$ cat config.mk
export PLATFORM = sky130hd
export DESIGN_NAME = led_strip_bit_transposer
export DESIGN_NICKNAME = d
export VERILOG_FILES = /design/src/hdl/lbt_pkg.sv /design/src/hdl/led_strip_bit_transposer.sv /design/src/hdl/lbt_lane.sv /design/src/hdl/lbt_position.sv /design/src/hdl/lbt_merge.sv
export SDC_FILE = /design/constraint.sdc
export NUM_CORES = 1
export LEC_CHECK = 0
export BUFFER_PORTS_ARGS = -buffer_cell sky130_fd_sc_hd__buf_2
export CAP_MARGIN = 30
export CORE_MARGIN = 2
export CORE_UTILIZATION = 38
export CTS_BUF_LIST = sky130_fd_sc_hd__clkbuf_4 sky130_fd_sc_hd__clkbuf_8 sky130_fd_sc_hd__clkbuf_16
export CTS_CLUSTER_DIAMETER = 50
export DETAILED_ROUTE_END_ITERATION = 8
export PLACE_DENSITY_LB_ADDON = 0.2
export REMOVE_ABC_BUFFERS = 1
export SYNTH_ARGS = -nofsm -noshare
export SYNTH_HDL_FRONTEND = slang
export SYNTH_SLANG_ARGS = --single-unit
$ cat constraint.sdc
create_clock -name clock -period 12.8 [get_ports clock]
set_input_delay 1.28 -clock clock [delete_from_list [all_inputs] [get_ports clock]]
set_output_delay 1.28 -clock clock [all_outputs]
set_load 0.03 [all_outputs]
$ cat src/hdl/lbt_pkg.sv
// Shared types, constants and register indexes for the LED strip bit transposer.
// Depends on nothing; every other file in hdl/ uses it by scoped names.
package lbt_pkg;

   localparam int MAX_COLUMNS       = 1024;
   localparam int MAX_LINES_PER_PIN = 64;
   localparam int STRIP_COUNT       = 8;

   localparam int PIXEL_W    = 24;
   localparam int BYTE_W     = 8;
   localparam int COL_W      = $clog2(MAX_COLUMNS);
   localparam int ROW_W      = $clog2(MAX_LINES_PER_PIN);
   localparam int CFG_COL_W  = 11;
   localparam int CFG_LINE_W = 7;
   localparam int CSR_DATA_W = 11;
   localparam int CSR_IDX_W  = 3;
   localparam int BIT_CNT_W  = 5;

   localparam logic [BIT_CNT_W-1:0] LAST_BIT = BIT_CNT_W'(PIXEL_W - 1);

   // configuration register indexes
   localparam logic [CSR_IDX_W-1:0] CSR_COLUMN_COUNT      = 3'd0;
   localparam logic [CSR_IDX_W-1:0] CSR_LINES_PER_PIN     = 3'd1;
   localparam logic [CSR_IDX_W-1:0] CSR_FIRST_ROW_FORWARD = 3'd2;
   localparam logic [CSR_IDX_W-1:0] CSR_BRIGHTNESS_OFFSET = 3'd3;
   localparam logic [CSR_IDX_W-1:0] CSR_COLOR_ORDER       = 3'd4;

   typedef enum logic [2:0] {
      ORDER_RGB = 3'd0,
      ORDER_RBG = 3'd1,
      ORDER_GRB = 3'd2,
      ORDER_GBR = 3'd3,
      ORDER_BRG = 3'd4,
      ORDER_BGR = 3'd5
   } color_order_type;

   typedef struct packed {
      logic [PIXEL_W-1:0] strip0_pixel;
      logic [PIXEL_W-1:0] strip1_pixel;
      logic [PIXEL_W-1:0] strip2_pixel;
      logic [PIXEL_W-1:0] strip3_pixel;
      logic [PIXEL_W-1:0] strip4_pixel;
      logic [PIXEL_W-1:0] strip5_pixel;
      logic [PIXEL_W-1:0] strip6_pixel;
      logic [PIXEL_W-1:0] strip7_pixel;
   } req_type;

   typedef struct packed {
      logic [BYTE_W-1:0] out_byte;
      logic              last_byte;
      logic [COL_W-1:0]  next_column;
      logic [ROW_W-1:0]  next_row;
      logic              frame_done;
   } rsp_type;

   typedef struct packed {
      logic [CFG_COL_W-1:0]  column_count;
      logic [CFG_LINE_W-1:0] lines_per_pin;
      logic                  first_row_forward;
      logic [BYTE_W-1:0]     brightness_offset;
      logic [2:0]            color_order;
   } cfg_type;

   typedef struct packed {
      logic [COL_W-1:0] next_column;
      logic [ROW_W-1:0] next_row;
      logic             frame_done;
   } pos_type;

   // datapath control from the top level to lanes and merge stage
   typedef struct packed {
      logic capture;  // request accepted into the lane stage
      logic load;     // lane stage moves into the shift stage
      logic shift;    // one byte leaves the shift stage
      logic last;     // that byte is the final one of the position
   } ctl_type;

endpackage

$ cat src/hdl/led_strip_bit_transposer.sv
// A request passes the lane hold, shift and response registers before its first byte is
// valid. One byte per cycle goes out while the receiver is ready, set by the shift stage
// that emits the 24 color bits; the next request is taken while this one shifts out.
// Reset: synchronous, active high; clears pipeline valids, byte counter and position
// to column 0 / row 0, and loads register reset values 1, 1, 1, 255, 0.
module led_strip_bit_transposer (
   input  logic                                clock,
   input  logic                                reset,
   input  logic                                req_valid,
   output logic                                req_ready,
   input  lbt_pkg::req_type                    req_data,
   output logic                                rsp_valid,
   input  logic                                rsp_ready,
   output lbt_pkg::rsp_type                    rsp_data,
   input  logic                                csr_we,
   input  logic [lbt_pkg::CSR_IDX_W-1:0]       csr_index,
   input  logic [lbt_pkg::CSR_DATA_W-1:0]      csr_wdata
);

   lbt_pkg::cfg_type cfg_ff, cfg_in;
   logic             lane_valid_ff, lane_valid_in;
   logic             shift_valid_ff, shift_valid_in;
   logic [lbt_pkg::BIT_CNT_W-1:0] cnt_ff, cnt_in;
   logic             out_free, shift_fire, shift_last, shift_free, shift_load, req_fire;
   lbt_pkg::ctl_type ctl;
   lbt_pkg::pos_type pos;
   logic [lbt_pkg::PIXEL_W-1:0]     pixels [lbt_pkg::STRIP_COUNT];
   logic [lbt_pkg::STRIP_COUNT-1:0] lane_bits;

   // configuration registers
   always_comb begin
      cfg_in = cfg_ff;
      if (csr_we) begin
         unique case (csr_index)
            lbt_pkg::CSR_COLUMN_COUNT:
               cfg_in.column_count = csr_wdata[lbt_pkg::CFG_COL_W-1:0];
            lbt_pkg::CSR_LINES_PER_PIN:
               cfg_in.lines_per_pin = csr_wdata[lbt_pkg::CFG_LINE_W-1:0];
            lbt_pkg::CSR_FIRST_ROW_FORWARD:
               cfg_in.first_row_forward = csr_wdata[0];
            lbt_pkg::CSR_BRIGHTNESS_OFFSET:
               cfg_in.brightness_offset = csr_wdata[lbt_pkg::BYTE_W-1:0];
            lbt_pkg::CSR_COLOR_ORDER:
               cfg_in.color_order = csr_wdata[2:0];
            default: cfg_in = cfg_ff;
         endcase
      end
   end

   // pipeline control: lane stage -> shift stage -> response register
   always_comb begin
      out_free   = ~rsp_valid | rsp_ready;
      shift_fire = shift_valid_ff & out_free;
      shift_last = (cnt_ff == lbt_pkg::LAST_BIT);
      shift_free = ~shift_valid_ff | (shift_fire & shift_last);
      shift_load = lane_valid_ff & shift_free;
      req_ready  = ~lane_valid_ff | shift_load;
      req_fire   = req_valid & req_ready;

      lane_valid_in = req_fire | (lane_valid_ff & ~shift_load);
      shift_valid_in = shift_load | (shift_valid_ff & ~(shift_fire & shift_last));
      if (shift_load) begin
         cnt_in = '0;
      end else if (shift_fire) begin
         cnt_in = cnt_ff + lbt_pkg::BIT_CNT_W'(1);
      end else begin
         cnt_in = cnt_ff;
      end

      ctl.capture = req_fire;
      ctl.load    = shift_load;
      ctl.shift   = shift_fire;
      ctl.last    = shift_last;
   end

   always_ff @(posedge clock) begin
      if (reset) begin
         cfg_ff.column_count      <= lbt_pkg::CFG_COL_W'(1);
         cfg_ff.lines_per_pin     <= lbt_pkg::CFG_LINE_W'(1);
         cfg_ff.first_row_forward <= 1'b1;
         cfg_ff.brightness_offset <= 8'hFF;
         cfg_ff.color_order       <= lbt_pkg::ORDER_RGB;
         lane_valid_ff            <= 1'b0;
         shift_valid_ff           <= 1'b0;
         cnt_ff                   <= '0;
      end else begin
         cfg_ff         <= cfg_in;
         lane_valid_ff  <= lane_valid_in;
         shift_valid_ff <= shift_valid_in;
         cnt_ff         <= cnt_in;
      end
   end

   assign pixels[0] = req_data.strip0_pixel;
   assign pixels[1] = req_data.strip1_pixel;
   assign pixels[2] = req_data.strip2_pixel;
   assign pixels[3] = req_data.strip3_pixel;
   assign pixels[4] = req_data.strip4_pixel;
   assign pixels[5] = req_data.strip5_pixel;
   assign pixels[6] = req_data.strip6_pixel;
   assign pixels[7] = req_data.strip7_pixel;

   for (genvar i = 0; i < lbt_pkg::STRIP_COUNT; i++) begin : g_lane
      lbt_lane u_lane (
         .clock             (clock),
         .pixel             (pixels[i]),
         .brightness_offset (cfg_ff.brightness_offset),
         .color_order       (cfg_ff.color_order),
         .ctl               (ctl),
         .lane_bit          (lane_bits[i])
      );
   end

   lbt_position u_position (
      .clock   (clock),
      .reset   (reset),
      .cfg     (cfg_ff),
      .advance (req_fire),
      .pos     (pos)
   );

   lbt_merge u_merge (
      .clock     (clock),
      .reset     (reset),
      .lane_bits (lane_bits),
      .pos       (pos),
      .ctl       (ctl),
      .rsp_ready (rsp_ready),
      .rsp_valid (rsp_valid),
      .rsp_data  (rsp_data)
   );

`ifndef SYNTHESIS
   a_capture_fills_lane: assert property (@(posedge clock) disable iff (reset)
      req_fire |=> lane_valid_ff)
      else $error("accepted request did not reach the lane stage");

   a_load_restarts_count: assert property (@(posedge clock) disable iff (reset)
      shift_load |=> (shift_valid_ff && cnt_ff == '0))
      else $error("shift stage load did not restart the byte count");

   a_count_in_range: assert property (@(posedge clock) disable iff (reset)
      shift_valid_ff |-> (cnt_ff <= lbt_pkg::LAST_BIT))
      else $error("byte count ran past the last bit");

   a_report_only_on_last: assert property (@(posedge clock) disable iff (reset)
      (rsp_valid && !rsp_data.last_byte) |->
         (rsp_data.next_column == '0 && rsp_data.next_row == '0 && !rsp_data.frame_done))
      else $error("position report on a byte that is not the last");
`endif

endmodule

$ cat src/hdl/lbt_lane.sv
// One strip lane: dims and reorders a pixel, then shifts its color word out MSB first.
// Depends on lbt_pkg.
module lbt_lane (
   input  logic                        clock,
   input  logic [lbt_pkg::PIXEL_W-1:0] pixel,
   input  logic [lbt_pkg::BYTE_W-1:0]  brightness_offset,
   input  logic [2:0]                  color_order,
   input  lbt_pkg::ctl_type            ctl,
   output logic                        lane_bit
);

   logic [lbt_pkg::PIXEL_W-1:0] word_in;
   logic [lbt_pkg::BYTE_W-1:0]  red, green, blue;
   logic [lbt_pkg::PIXEL_W-1:0] hold_ff, hold_in;
   logic [lbt_pkg::PIXEL_W-1:0] shift_ff, shift_in;

   function automatic logic [lbt_pkg::BYTE_W-1:0] dim_byte(
      input logic [lbt_pkg::BYTE_W-1:0] value,
      input logic [lbt_pkg::BYTE_W-1:0] offset);
      dim_byte = (value == '0) ? '0 : value - offset;
   endfunction

   always_comb begin
      red   = dim_byte(pixel[23:16], brightness_offset);
      green = dim_byte(pixel[15:8], brightness_offset);
      blue  = dim_byte(pixel[7:0], brightness_offset);
      unique case (color_order)
         lbt_pkg::ORDER_RBG: word_in = {red, blue, green};
         lbt_pkg::ORDER_GRB: word_in = {green, red, blue};
         lbt_pkg::ORDER_GBR: word_in = {green, blue, red};
         lbt_pkg::ORDER_BRG: word_in = {blue, red, green};
         lbt_pkg::ORDER_BGR: word_in = {blue, green, red};
         default:            word_in = {red, green, blue};
      endcase
   end

   always_comb begin
      hold_in  = ctl.capture ? word_in : hold_ff;
      shift_in = shift_ff;
      if (ctl.load) begin
         shift_in = hold_ff;
      end else if (ctl.shift) begin
         shift_in = {shift_ff[lbt_pkg::PIXEL_W-2:0], 1'b0};
      end
   end

   always_ff @(posedge clock) begin
      hold_ff  <= hold_in;
      shift_ff <= shift_in;
   end

   assign lane_bit = shift_ff[lbt_pkg::PIXEL_W-1];

endmodule

$ cat src/hdl/lbt_position.sv
// Serpentine position tracker: advances column and row per accepted request.
// Depends on lbt_pkg; registers the next position for the merge stage.
module lbt_position (
   input  logic             clock,
   input  logic             reset,
   input  lbt_pkg::cfg_type cfg,
   input  logic             advance,
   output lbt_pkg::pos_type pos
);

   localparam int CW = lbt_pkg::CFG_COL_W;
   localparam int LW = lbt_pkg::CFG_LINE_W;

   logic [lbt_pkg::COL_W-1:0] col_ff, col_in;
   logic [lbt_pkg::ROW_W-1:0] row_ff, row_in;
   lbt_pkg::pos_type          pos_ff, pos_in;
   logic [CW-1:0] cols, col_cur, col_next, phys;
   logic [LW-1:0] lines, row_cur, row_next;
   logic          done, forward;

   always_comb begin
      if (cfg.column_count == '0) begin
         cols = CW'(1);
      end else if (cfg.column_count > CW'(lbt_pkg::MAX_COLUMNS)) begin
         cols = CW'(lbt_pkg::MAX_COLUMNS);
      end else begin
         cols = cfg.column_count;
      end
      if (cfg.lines_per_pin == '0) begin
         lines = LW'(1);
      end else if (cfg.lines_per_pin > LW'(lbt_pkg::MAX_LINES_PER_PIN)) begin
         lines = LW'(lbt_pkg::MAX_LINES_PER_PIN);
      end else begin
         lines = cfg.lines_per_pin;
      end

      // pull a stale position back inside a shrunk geometry
      col_cur = CW'(col_ff);
      if (col_cur > cols - CW'(1)) col_cur = cols - CW'(1);
      row_cur = LW'(row_ff);
      if (row_cur > lines - LW'(1)) row_cur = lines - LW'(1);

      col_next = col_cur + CW'(1);
      row_next = row_cur;
      done     = 1'b0;
      if (col_next >= cols) begin
         col_next = '0;
         row_next = row_cur + LW'(1);
         if (row_next >= lines) begin
            row_next = '0;
            done     = 1'b1;
         end
      end

      forward = (row_next[0] == ~cfg.first_row_forward);
      phys    = forward ? col_next : cols - CW'(1) - col_next;

      pos_in.next_column = phys[lbt_pkg::COL_W-1:0];
      pos_in.next_row    = row_next[lbt_pkg::ROW_W-1:0];
      pos_in.frame_done  = done;

      col_in = advance ? col_next[lbt_pkg::COL_W-1:0] : col_ff;
      row_in = advance ? row_next[lbt_pkg::ROW_W-1:0] : row_ff;
   end

   always_ff @(posedge clock) begin
      if (reset) begin
         col_ff <= '0;
         row_ff <= '0;
      end else begin
         col_ff <= col_in;
         row_ff <= row_in;
      end
   end

   always_ff @(posedge clock) begin
      if (advance) pos_ff <= pos_in;
   end

   assign pos = pos_ff;

endmodule

$ cat src/hdl/lbt_merge.sv
// Merge stage: gathers one bit from each lane into a byte and registers the response.
// Depends on lbt_pkg; attaches the position report to the final byte.
module lbt_merge (
   input  logic                                clock,
   input  logic                                reset,
   input  logic [lbt_pkg::STRIP_COUNT-1:0]     lane_bits,
   input  lbt_pkg::pos_type                    pos,
   input  lbt_pkg::ctl_type                    ctl,
   input  logic                                rsp_ready,
   output logic                                rsp_valid,
   output lbt_pkg::rsp_type                    rsp_data
);

   lbt_pkg::pos_type pos_ff, pos_in;
   logic             valid_ff, valid_in;
   lbt_pkg::rsp_type data_ff, data_in;

   always_comb begin
      pos_in   = ctl.load ? pos : pos_ff;
      valid_in = valid_ff;
      data_in  = data_ff;
      if (ctl.shift) begin
         valid_in            = 1'b1;
         data_in.out_byte    = lane_bits;
         data_in.last_byte   = ctl.last;
         data_in.next_column = ctl.last ? pos_ff.next_column : '0;
         data_in.next_row    = ctl.last ? pos_ff.next_row : '0;
         data_in.frame_done  = ctl.last & pos_ff.frame_done;
      end else if (rsp_ready) begin
         valid_in = 1'b0;
      end
   end

   always_ff @(posedge clock) begin
      if (reset) begin
         valid_ff <= 1'b0;
      end else begin
         valid_ff <= valid_in;
      end
   end

   always_ff @(posedge clock) begin
      pos_ff  <= pos_in;
      data_ff <= data_in;
   end

   assign rsp_valid = valid_ff;
   assign rsp_data  = data_ff;

endmodule

==> metrics.md <==
| Metric | Value |
|---|---|
| Status | finished clean |
| Die area | 0.0920 mm2 |
| Post-layout nets | 4516 |
| TritonCTS clock tree | yes |
| Number of cells on the critical path | 38 |
| Routed Antenna Nets | 0 |
| Worst Setup End Kind | flip-flop |
| WP buf/inv | 2 |
| Yosys reg bits | 498 |
| CTS Hold Bufs | 0 |
| Most frequent cells in the layout | nand2_1 (893), edfxtp_1 (444), a21oi_1 (361), nor2_1 (284), o21ai_0 (270) |
| Starting density of the core | 0.384 |
| Final core occ | 0.439 |
| Via density | 5.59 |
| Clk Latency, worst-skew pair | around 0.62 ns |
| Synth unique cells | 85 |
| HPWL Detailed | 75.6 mm |
| Worst Setup EP | u_position.pos[16] |
| Worst Hold Class | reg -> reg |
| Avg Cell Area, Syn | 8.72 um2 |
| Worst r2r dst | u_position.pos[16] |
| Max cap viols | 0 |
| Setup CP Type | reg -> reg |
| Worst Skew | 0.0447 ns |
| Crit-path most repeated cell | ha_1 |
| Clk root buf | clkbuf_16 |
| Reg2reg start | cfg_ff[21] |
| Buffers on Ports | 238 |
| Synth Flop Type | edfxtp_1 |
| Slowest CP cell | a22oi_4 |
| CTS sink count | 498 |
| TNS Setup | 0 ns |
| H-Tree Depth | 3 |
| IO Pins | 239 |
| DRC viols | 0 |
| Overflow after GRT | 0 |
| YS warnings | 0 |
| DRT iter0 DRCs | 2514 |
| Slew Limit Fails | 0 |
| Setup violators final | 0 |
| Num CTS Buffers | 67 |
| Worst-path clk slew | 0.06 ns |
| Worst setup startpoint | cfg_ff[21] |
| Post-CTS sizing | 0 |
| Cell count after synthesis | 3905 |
| Number of global-route vias before repair | roughly 28000 |
| Crit path largest cell delay | approximately 0.60 ns |
| CP Max Fanout | 24 |
| R2R setup slack | around 3.0 ns |
| DRT Wirelength | 109 mm |
| Critical Path RT | around 13 ns |
| Initial antenna violation count | 3 |
| Tightest Pin Transition | between 1 and 1.5 ns |
| Most common cell after layout, fill and taps aside | nand2_1 |
| Pwr Density | 146 mW/mm2 |
| Ys async rst share | 0 |
| Max VDD drop | ~0.00013 V |
| CP arrival | 10.17 ns |
| First-pass GRT wire length | approximately 160 mm |
| Hold Fails Final Rpt | 0 |
| Number of synthesized flops with an enable pin | 444 |
| Die X | 303 um |
| Mapped cell area | 0.0341 mm2 |
| Part of the Yosys area used for sequential elements | 0.423 |
| Slew HR | 0.311 |
| Path depth of the worst reg2reg path | 38 |
| Wire length per cell | 20.7 um |
| Post-CTS Setup Inserts | 0 |
| Area of the core | 0.0886 mm2 |
| GR Util All Layers | 0.233 |
| Synth-to-layout area growth | 14.3% |
| Worst Setup Start Kind | flip-flop |
| RSZ-0062 raised after global routing | false |
| Fraction of layout instances using a drive strength above 1 | 0.114 |
| Clock buffer depth | 3 |
| Family with the most delay on the worst path | compound AO/OA/AOI/OAI gates |
| Fin crit share | 0.768 |
| GPL Wtd Cong | 0.859 |
| Die height | 303 um |
| Num rows | 109 |
| Router iterations before antenna repair | 6 |
| Vias post-DR | 29546 |
| Largest net degree at the start of global routing | roughly 100 |
| Fmax | 102 MHz |
| Period minus WS final | 9.83 ns |
| Leak | 16.3 nW |
[cell usage after synthesis (15+ instances only)]
cell type  instances  share of area
a211oi_1          26         0.0057
a21boi_0          39         0.0086
a21o_1            37         0.0082
a21oi_1          361          0.053
a221oi_1          15         0.0039
a22oi_1           26         0.0057
and2_1            52         0.0096
and3_1            16         0.0029
buf_1             18         0.0020
clkbuf_1         175          0.019
dfxtp_1           54          0.032
edfxtp_1         444           0.39
fa_1              25          0.015
ha_1             215          0.079
inv_1            148          0.016
mux2i_1           52          0.015
nand2_1          896          0.099
nand2b_1          28         0.0051
nand3_1           45         0.0066
nor2_1           290          0.032
nor2b_1           34         0.0062
nor3_1            58         0.0085
nor4_1            49         0.0090
o211ai_1          23         0.0051
o21a_1            31         0.0068
o21ai_0          271          0.040
o21bai_1          30         0.0066
o22ai_1           78          0.014
o31ai_1           18         0.0040
o41ai_1           15         0.0039
or3_1             22         0.0040
xnor2_1          114          0.029
xor2_1            43          0.011
[sequential cells by signal, summed over array words and instances (netlist names)]
| name | count |
|---|---|
| u_merge.rsp_valid | 1 |
| u_position.pos | 17 |
| lane_valid_ff | 1 |
| cfg_ff | 30 |
| shift_valid_ff | 1 |
| u_merge.pos_ff | 17 |
| cnt_ff | 5 |
| u_position.row_ff | 6 |
| g_lane.u_lane.hold_ff | 192 |
| u_merge.rsp_data | 26 |
| g_lane.u_lane.shift_ff | 192 |
| u_position.col_ff | 10 |
[worst min path at each step]
stage / slack, ns / start / end / cells past startpoint
detailed placement: 0.41 / u_position.pos[13] / u_merge.pos_ff[13] / 0
CTS: 0.42 / u_position.pos[13] / u_merge.pos_ff[13] / 0
global route: 0.43 / u_position.pos[2] / u_merge.pos_ff[2] / 0
finish: 0.41 / u_position.pos[13] / u_merge.pos_ff[13] / 0
floorplan: 0.40 / u_position.pos[0] / u_merge.pos_ff[0] / 0
global placement: 0.40 / g_lane[0].u_lane.shift_ff[23] / u_merge.rsp_data[18] / 0
[where the power goes]
| part | internal, mW | leakage, nW | switching [mW] |
|---|---|---|---|
| combinational | 0.557 | 10.3 | 0.934 |
| clock | 1.29 | 1.20 | 0.773 |
| sequential | 2.06 | 4.74 | 0.0673 |
[metrics by stage]
stage,cells,cell area [um2],hold WS (ns),total power [mW],setup slack (ns)
finish,5284,38900,0.409,5.67,2.97
global route,5283,38900,0.427,5.97,2.04
CTS,5282,38900,0.417,5.70,3.04
detailed placement,5160,36400,0.405,3.64,3.08
global placement,5158,36400,0.402,3.62,3.32
floorplan,3706,33300,0.400,3.23,1.14
[worst register-to-register path, delay by kind of cell (launching register included)]
| family | cells | cell delay [ns] |
|---|---|---|
| adder cells (fa/ha/maj) | 5 | 1.65 |
| multiplexers | 1 | 0.41 |
| flip-flops | 1 | 0.38 |
| buffers and inverters | 2 | 0.48 |
| XOR/XNOR | 3 | 0.43 |
| AO/OA/AOI/OAI | 13 | 3.48 |
| AND/OR/NAND/NOR | 14 | 2.71 |
[layer usage]
layer,global-route usage,vias up,share of wire,wire length (um)
li1,-,14277,-,-
met1,0.322,14175,0.45,49400
met2,0.369,899,0.45,49300
met3,0.0343,193,0.058,6360
met4,0.0889,2,0.037,4070
met5,0,-,0.00010,11
[area by class of cell]
cell class | instances | area [um2]
fillers | 8736 | 49700
well taps | 1165 | 1460
diodes | 1 | 2.50
repair buffers | 290 | 1620
clock buffers | 75 | 1740
clock inverters | 47 | 731
inverters | 152 | 587
multi-input cells | 3056 | 18400
flip-flops and latches | 498 | 14400
[cells by family after synthesis]
kind of cell,after synthesis,synth area share
AO/OA/AOI/OAI,1052,0.187
buffers and inverters,351,0.0394
flip-flops,498,0.423
XOR/XNOR,158,0.0412
multiplexers,62,0.0191
AND/OR/NAND/NOR,1544,0.196
adder cells (fa/ha/maj),240,0.0937
Note: power is estimated with default switching activity, not from simulation.
